<file path="config.mk">
export PLATFORM = sky130hd
export DESIGN_NAME = usc_msg_build
export DESIGN_NICKNAME = d
export VERILOG_FILES = /design/src/sv/usc_pkg.sv /design/src/sv/usc_msg_build.sv
export SDC_FILE = /design/constraint.sdc
export NUM_CORES = 1
export LEC_CHECK = 0
export BUFFER_PORTS_ARGS = -buffer_cell sky130_fd_sc_hd__buf_2
export CAP_MARGIN = 0
export CORE_AREA = 5 5 536 538
export DETAILED_ROUTE_END_ITERATION = 8
export DIE_AREA = 0 0 541 543
export PLACE_DENSITY = 0.3
export RECOVER_POWER = 100
export SYNTH_ARGS = -nofsm -noshare
export SYNTH_HDL_FRONTEND = slang
export SYNTH_SLANG_ARGS = --single-unit
</file>
<file path="constraint.sdc">
create_clock -name vclk -period 2.1
set_clock_uncertainty 0.2 [all_clocks]
set_input_delay 0.105 -clock vclk [all_inputs]
set_output_delay 0.105 -clock vclk [all_outputs]
set_load 0.03 [all_outputs]
</file>
<file path="src/sv/usc_pkg.sv">
`default_nettype none
// ----------------------------------------------------------------------------
// usc_pkg
// Shared types, constants and helper functions for the salted SHA-1 checker.
// ----------------------------------------------------------------------------
package usc_pkg;

  localparam int unsigned MaxPassCharsDefault = 32;
  localparam int unsigned UseridChars         = 10;
  localparam int unsigned RoundsPerBlock      = 80;
  localparam int unsigned CfgIdxWidth         = 3;
  localparam int unsigned CfgDataWidth        = 64;
  localparam int unsigned PassLenWidth        = 6;

  // configuration register indexes
  localparam logic [CfgIdxWidth-1:0] CfgUseridHigh = 3'd0;
  localparam logic [CfgIdxWidth-1:0] CfgUseridLow  = 3'd1;
  localparam logic [CfgIdxWidth-1:0] CfgTarget0    = 3'd2;
  localparam logic [CfgIdxWidth-1:0] CfgTarget1    = 3'd3;
  localparam logic [CfgIdxWidth-1:0] CfgTarget2    = 3'd4;

  localparam logic [31:0] K0 = 32'h5A827999;
  localparam logic [31:0] K1 = 32'h6ED9EBA1;
  localparam logic [31:0] K2 = 32'h8F1BBCDC;
  localparam logic [31:0] K3 = 32'hCA62C1D6;

  localparam logic [4:0][31:0] ShaIv = {32'hC3D2E1F0, 32'h10325476, 32'h98BADCFE,
                                        32'hEFCDAB89, 32'h67452301};

  typedef logic [15:0][31:0] blk_words_t;

  // one pipeline slot; v[0] is a ... v[4] is e
  typedef struct packed {
    logic             vld;
    logic             two;
    logic [4:0][31:0] v;
    blk_words_t       win;
    blk_words_t       nxt;
    logic [4:0][31:0] h;
  } usc_stage_t;

  function automatic logic [31:0] rotl(input logic [31:0] x, input int unsigned n);
    rotl = (x << n) | (x >> (32 - n));
  endfunction

endpackage

`default_nettype wire

</file>
<file path="src/sv/usc_msg_build.sv">
`default_nettype none
// ----------------------------------------------------------------------------
// usc_msg_build
// Lays out widened user id, widened password, padding and bit length
// into two 512-bit message blocks.
// ----------------------------------------------------------------------------
module usc_msg_build import usc_pkg::*; #(
  parameter int unsigned MAX_PASS_CHARS = MaxPassCharsDefault
) (
  input  wire logic [63:0]             uid_high_i,
  input  wire logic [15:0]             uid_low_i,
  input  wire logic [3:0][63:0]        chunks_i,
  input  wire logic [PassLenWidth-1:0] pass_length_i,
  output      blk_words_t              blk1_o,
  output      blk_words_t              blk2_o,
  output      logic                    two_o
);

  localparam logic [PassLenWidth-1:0] MaxLen = PassLenWidth'(MAX_PASS_CHARS);

  logic [PassLenWidth-1:0] len;
  logic [7:0]              total;
  logic [63:0]             bitlen;
  logic [31:0][7:0]        pb;
  logic [127:0][7:0]       mb;

  always_comb begin
    len    = (pass_length_i > MaxLen) ? MaxLen : pass_length_i;
    total  = 8'(UseridChars * 2) + {1'b0, len, 1'b0};
    two_o  = (total > 8'd55);
    bitlen = {53'd0, total, 3'd0};
    for (int i = 0; i < 32; i++) begin
      pb[i] = chunks_i[i / 8][63 - 8 * (i % 8) -: 8];
    end
    for (int p = 0; p < 128; p++) begin
      mb[p] = 8'h00;
      if (p < 20) begin
        if (p % 2 == 1) begin
          if (p / 2 < 8) mb[p] = uid_high_i[63 - 8 * (p / 2) -: 8];
          else           mb[p] = uid_low_i[15 - 8 * (p / 2 - 8) -: 8];
        end
      end else if (8'(p) < total) begin
        if (p % 2 == 1 && (p - 20) / 2 < 32) mb[p] = pb[5'((p - 20) / 2)];
      end else if (8'(p) == total) begin
        mb[p] = 8'h80;
      end else if (two_o && p >= 120) begin
        mb[p] = bitlen[8 * (127 - p) +: 8];
      end else if (!two_o && p >= 56 && p < 64) begin
        mb[p] = bitlen[8 * ((63 - p) % 8) +: 8];
      end
    end
    for (int j = 0; j < 16; j++) begin
      blk1_o[j] = {mb[4 * j], mb[4 * j + 1], mb[4 * j + 2], mb[4 * j + 3]};
      blk2_o[j] = {mb[64 + 4 * j], mb[65 + 4 * j], mb[66 + 4 * j], mb[67 + 4 * j]};
    end
  end

endmodule

`default_nettype wire

</file>
After elaboration in Yosys (flattened, before gate mapping)
Cells that the tools add are included.
{"block": "word_totals", "input_bits": 342, "elab_cells": 440, "reg_bits": 0, "out_inout_bits": 1025}
{"block": "classes", "n_eq_ne": 108, "order_cmp": 110, "add_sub_neg": 1, "muxes": 221}
{"operator": "8-bit two-way mux", "n": 218}
{"operator": "7-bit by 8-bit equality test with 1-bit output (first input constant)", "n": 64}
{"operator": "7-bit by 8-bit less-than comparator with 1-bit output (first input constant)", "n": 64}
{"operator": "6-bit by 8-bit equality test with 1-bit output (first input constant)", "n": 32}
{"operator": "6-bit by 8-bit less-than comparator with 1-bit output (first input constant)", "n": 32}
{"operator": "5-bit by 8-bit equality test with 1-bit output (first input constant)", "n": 12}
{"operator": "5-bit by 8-bit less-than comparator with 1-bit output (first input constant)", "n": 12}
{"operator": "5-bit by 7-bit adder with 8-bit output (first input constant)", "n": 1}
{"operator": "8-bit by 6-bit greater-than comparator with 1-bit output (second input constant)", "n": 1}
{"operator": "6-bit greater-than comparator (second input constant)", "n": 1}
{"operator": "3-bit two-way mux", "n": 2}
{"operator": "6-bit two-way mux", "n": 1}

Depth between registers and ports, before layout
{"block": "logic_depth", "ltp_word": 7, "depth_mapped": 10, "depth_no_buf": 8}

Worst setup path before layout
Ideal clock, no wire load.
{"block": "synth_path", "path_kind": "input to output", "startpoint": "input pass_length_i[5]", "endpoint": "output blk1_o[399] in the netlist's numbering", "required_ps": 1795, "path_stages": 8, "n_path_buf": 3, "t_arrival_ps": 2830, "slack_ps": -1035, "cell_sequence": "buf_2 > buf_2 > nand2b_1 > inv_1 > ha_1 > buf_4 > nand2_1 > a2111oi_0"}
{"element": "start: declaration", "line_no": "usc_msg_build.sv:13", "text": "input wire logic [PassLenWidth-1:0] pass_length_i,"}
{"element": "end: declaration", "line_no": "usc_msg_build.sv:14", "text": "output blk_words_t blk1_o,"}

==> metrics <==
run status finished with violations; failing checks setup timing; starting density of the core 0.02906; Mean Syn Cell Area 7.158 um2; GRT Overall Usage 0.05885; # setup viols final 67; Syn-to-layout area delta 86.47%; initial antenna violation count 130; I/O pin count 1,367; hold_buf cts 0; Worst Path Arrival 1.94 ns; Top cell by count, worst path buf_12; post-synthesis mux area share 0.001223; wirelength, routed 94,080 um; commonest cells after routing, fill and taps aside 759 x conb_1, 143 x buf_2, 109 x buf_4; met3 Usage GRT 0.06583; simple-gate portion of the synthesized area 0.1532; crit-path cells buf_2 -> nand2b_4 -> inv_4 -> ha_4 -> and4b_1 -> o21ai_4 -> buf_4 -> a41o_4 -> buf_12 -> and2_4 -> buf_12; Final Hold Viols 0; pre-CTS setup slack -0.6417 ns; post-synthesis sequential area ratio 0; vias per cell 1.262; # nets final 1,852; Worst Setup EP blk1_o[245]; # clk buffers 0; Distinct cells, synth 52; vias in the first global route 5,409; power per cell area 277.2 nW/um2; Post-route DRC 0; number of sequential cells 0; WS Path Type primary input to output port; Cells after Synth 1,143; xor-xnor portion of the synthesized cell area 0.005200; HPWL after DPL 91,100 um; ANT nets after route 0; layout cell share with drive strength beyond 1 0.4354; total power 0.004228 W; Slew Viols, Final 0; post-route worst setup slack -0.1464 ns; row cnt 195; via count 6,667; Worst Hold Class primary input to output port; first-pass GRT wire length 102,200 um; Critical Path Start Type primary input; CP max-delay cell and4b_1; post-synthesis cell area 8182 um2; critical path endpoint category output port; Adder-Cell Fraction of Synth Area 0.009176; total die area 293,800 um2; most common cell after layout, fill and taps aside conb_1; RSZ-0062 raised after global routing yes; compound-cell area share of the yosys netlist 0.04848; grt met2 use 0.09227; met1 GRT Util 0.05061; hold slack 0.01001 ns; maxcap violations 0; IO buf count 320; Crit path depth 11; Tcrit/Tclk final 1.070; largest net degree at the start of global routing 18; CORE AREA 281,600 um2; max incr delay on CP 0.31 ns; Seq. cell area 0 um2; 1st-iter DRT viols 238; Hold Crit Depth 0; Die Y 543 um; Worst Path Buf+Inv 5; Die Wd 541 um; GRT overflow 0; worst setup path startpoint pass_length_i[2]; DRT Pass-1 Iters 4; Final min period 2.246 ns; CP Data Required Time 1.79 ns; routed len/inst 17.80 um; most used routing layer met2; Critical Path Fanout Max 8; placer congestion estimate 0.6429; YS warnings 0; critical path's top delay family buffers and inverters; Worst VDD drop 83.59 uV; Pleak 6.175 nW; largest family of logic cells by synthesized area buffers and inverters; FMAX 0.4451 GHz
==> routing by layer <==
layer / vias up / wire, um
li1: 2711 / -
met1: 2751 / 26830
met2: 949 / 40320
met3: 162 / 23690
met4: 94 / 2475
met5: - / 761
==> timing repair <==
| action | 4_1_cts | 5_1_grt |
|---|---|---|
| setup endpoints to repair | 178 | 167 |
| buffers inserted | 37 | 13 |
| hold endpoints to repair | 0 | 0 |
| resized for setup | 348 | 38 |
| cloned | 3 | 0 |
| pin swaps | 67 | 30 |
==> through the flow <==
stage	cell area [um2]	setup TNS (ns)	cells	utilization
6_report	15260	-4.366	5284	0.05418
5_1_grt	15180	-15.00	5254	0.05392
4_1_cts	15010	-10.82	5238	0.05331
3_5_place_dp	13430	-64.74	5203	0.04769
3_3_place_gp	13430	-63.58	5203	0.04769
2_1_floorplan	11470	-0.9435	1901	-
==> synth_stat cells (4+ instances only) <==
| library cell | number | area (um2) |
|---|---|---|
| buf_4 | 841 | 6314 |
| and2_1 | 67 | 419.2 |
| nor2b_1 | 53 | 331.6 |
| nor2_1 | 43 | 161.4 |
| a21boi_0 | 11 | 82.58 |
| and3_1 | 11 | 68.82 |
| nand2_1 | 11 | 41.29 |
| buf_2 | 9 | 45.04 |
| nor3_1 | 7 | 35.03 |
| a21oi_2 | 6 | 52.55 |
| ha_1 | 6 | 75.07 |
| nand2b_1 | 6 | 37.54 |
| a21oi_1 | 5 | 25.02 |
| clkbuf_1 | 5 | 18.77 |
| inv_1 | 5 | 18.77 |
| nand3_1 | 4 | 20.02 |
| o21a_1 | 4 | 30.03 |
| o21ai_1 | 4 | 20.02 |
==> area by class of cell <==
class                           instances  area (um2)
Tap cell                             3743        4683
Antenna cell                           39       97.59
Fill cell                           33390      266300
Multi-Input combinational cell       1041        5804
Timing Repair Buffer                  455        4624
Inverter                                6       46.29
==> logic make-up (layout without fill, tap and decap cells) <==
group           Yosys count  after routing
other cells               1            798
mux                       1              1
simple gates            220            220
fa+ha+maj                 6              6
buf+inv                 861            461
compound gates           50             51
xor+xnor                  4              4
==> power by group <==
part                total, W   internal (W)  switching (W)
clock          0.00000000264  0.00000000264              0
combinational        0.00423        0.00111        0.00312
sequential                 0              0              0
total                0.00423        0.00111        0.00312
==> worst min-delay path by stage <==
stage | start | end | slack (ns)
2_1_floorplan | uid_high_i[48] | blk1_o[0] | 0.14
3_3_place_gp | uid_high_i[37] | blk1_o[37] | 0.01
3_5_place_dp | uid_high_i[37] | blk1_o[37] | 0.01
4_1_cts | uid_high_i[37] | blk1_o[37] | 0.01
5_1_grt | uid_high_i[37] | blk1_o[37] | 0.01
6_report | uid_high_i[37] | blk1_o[37] | 0.01
Note: power is estimated with default switching activity, not from simulation.
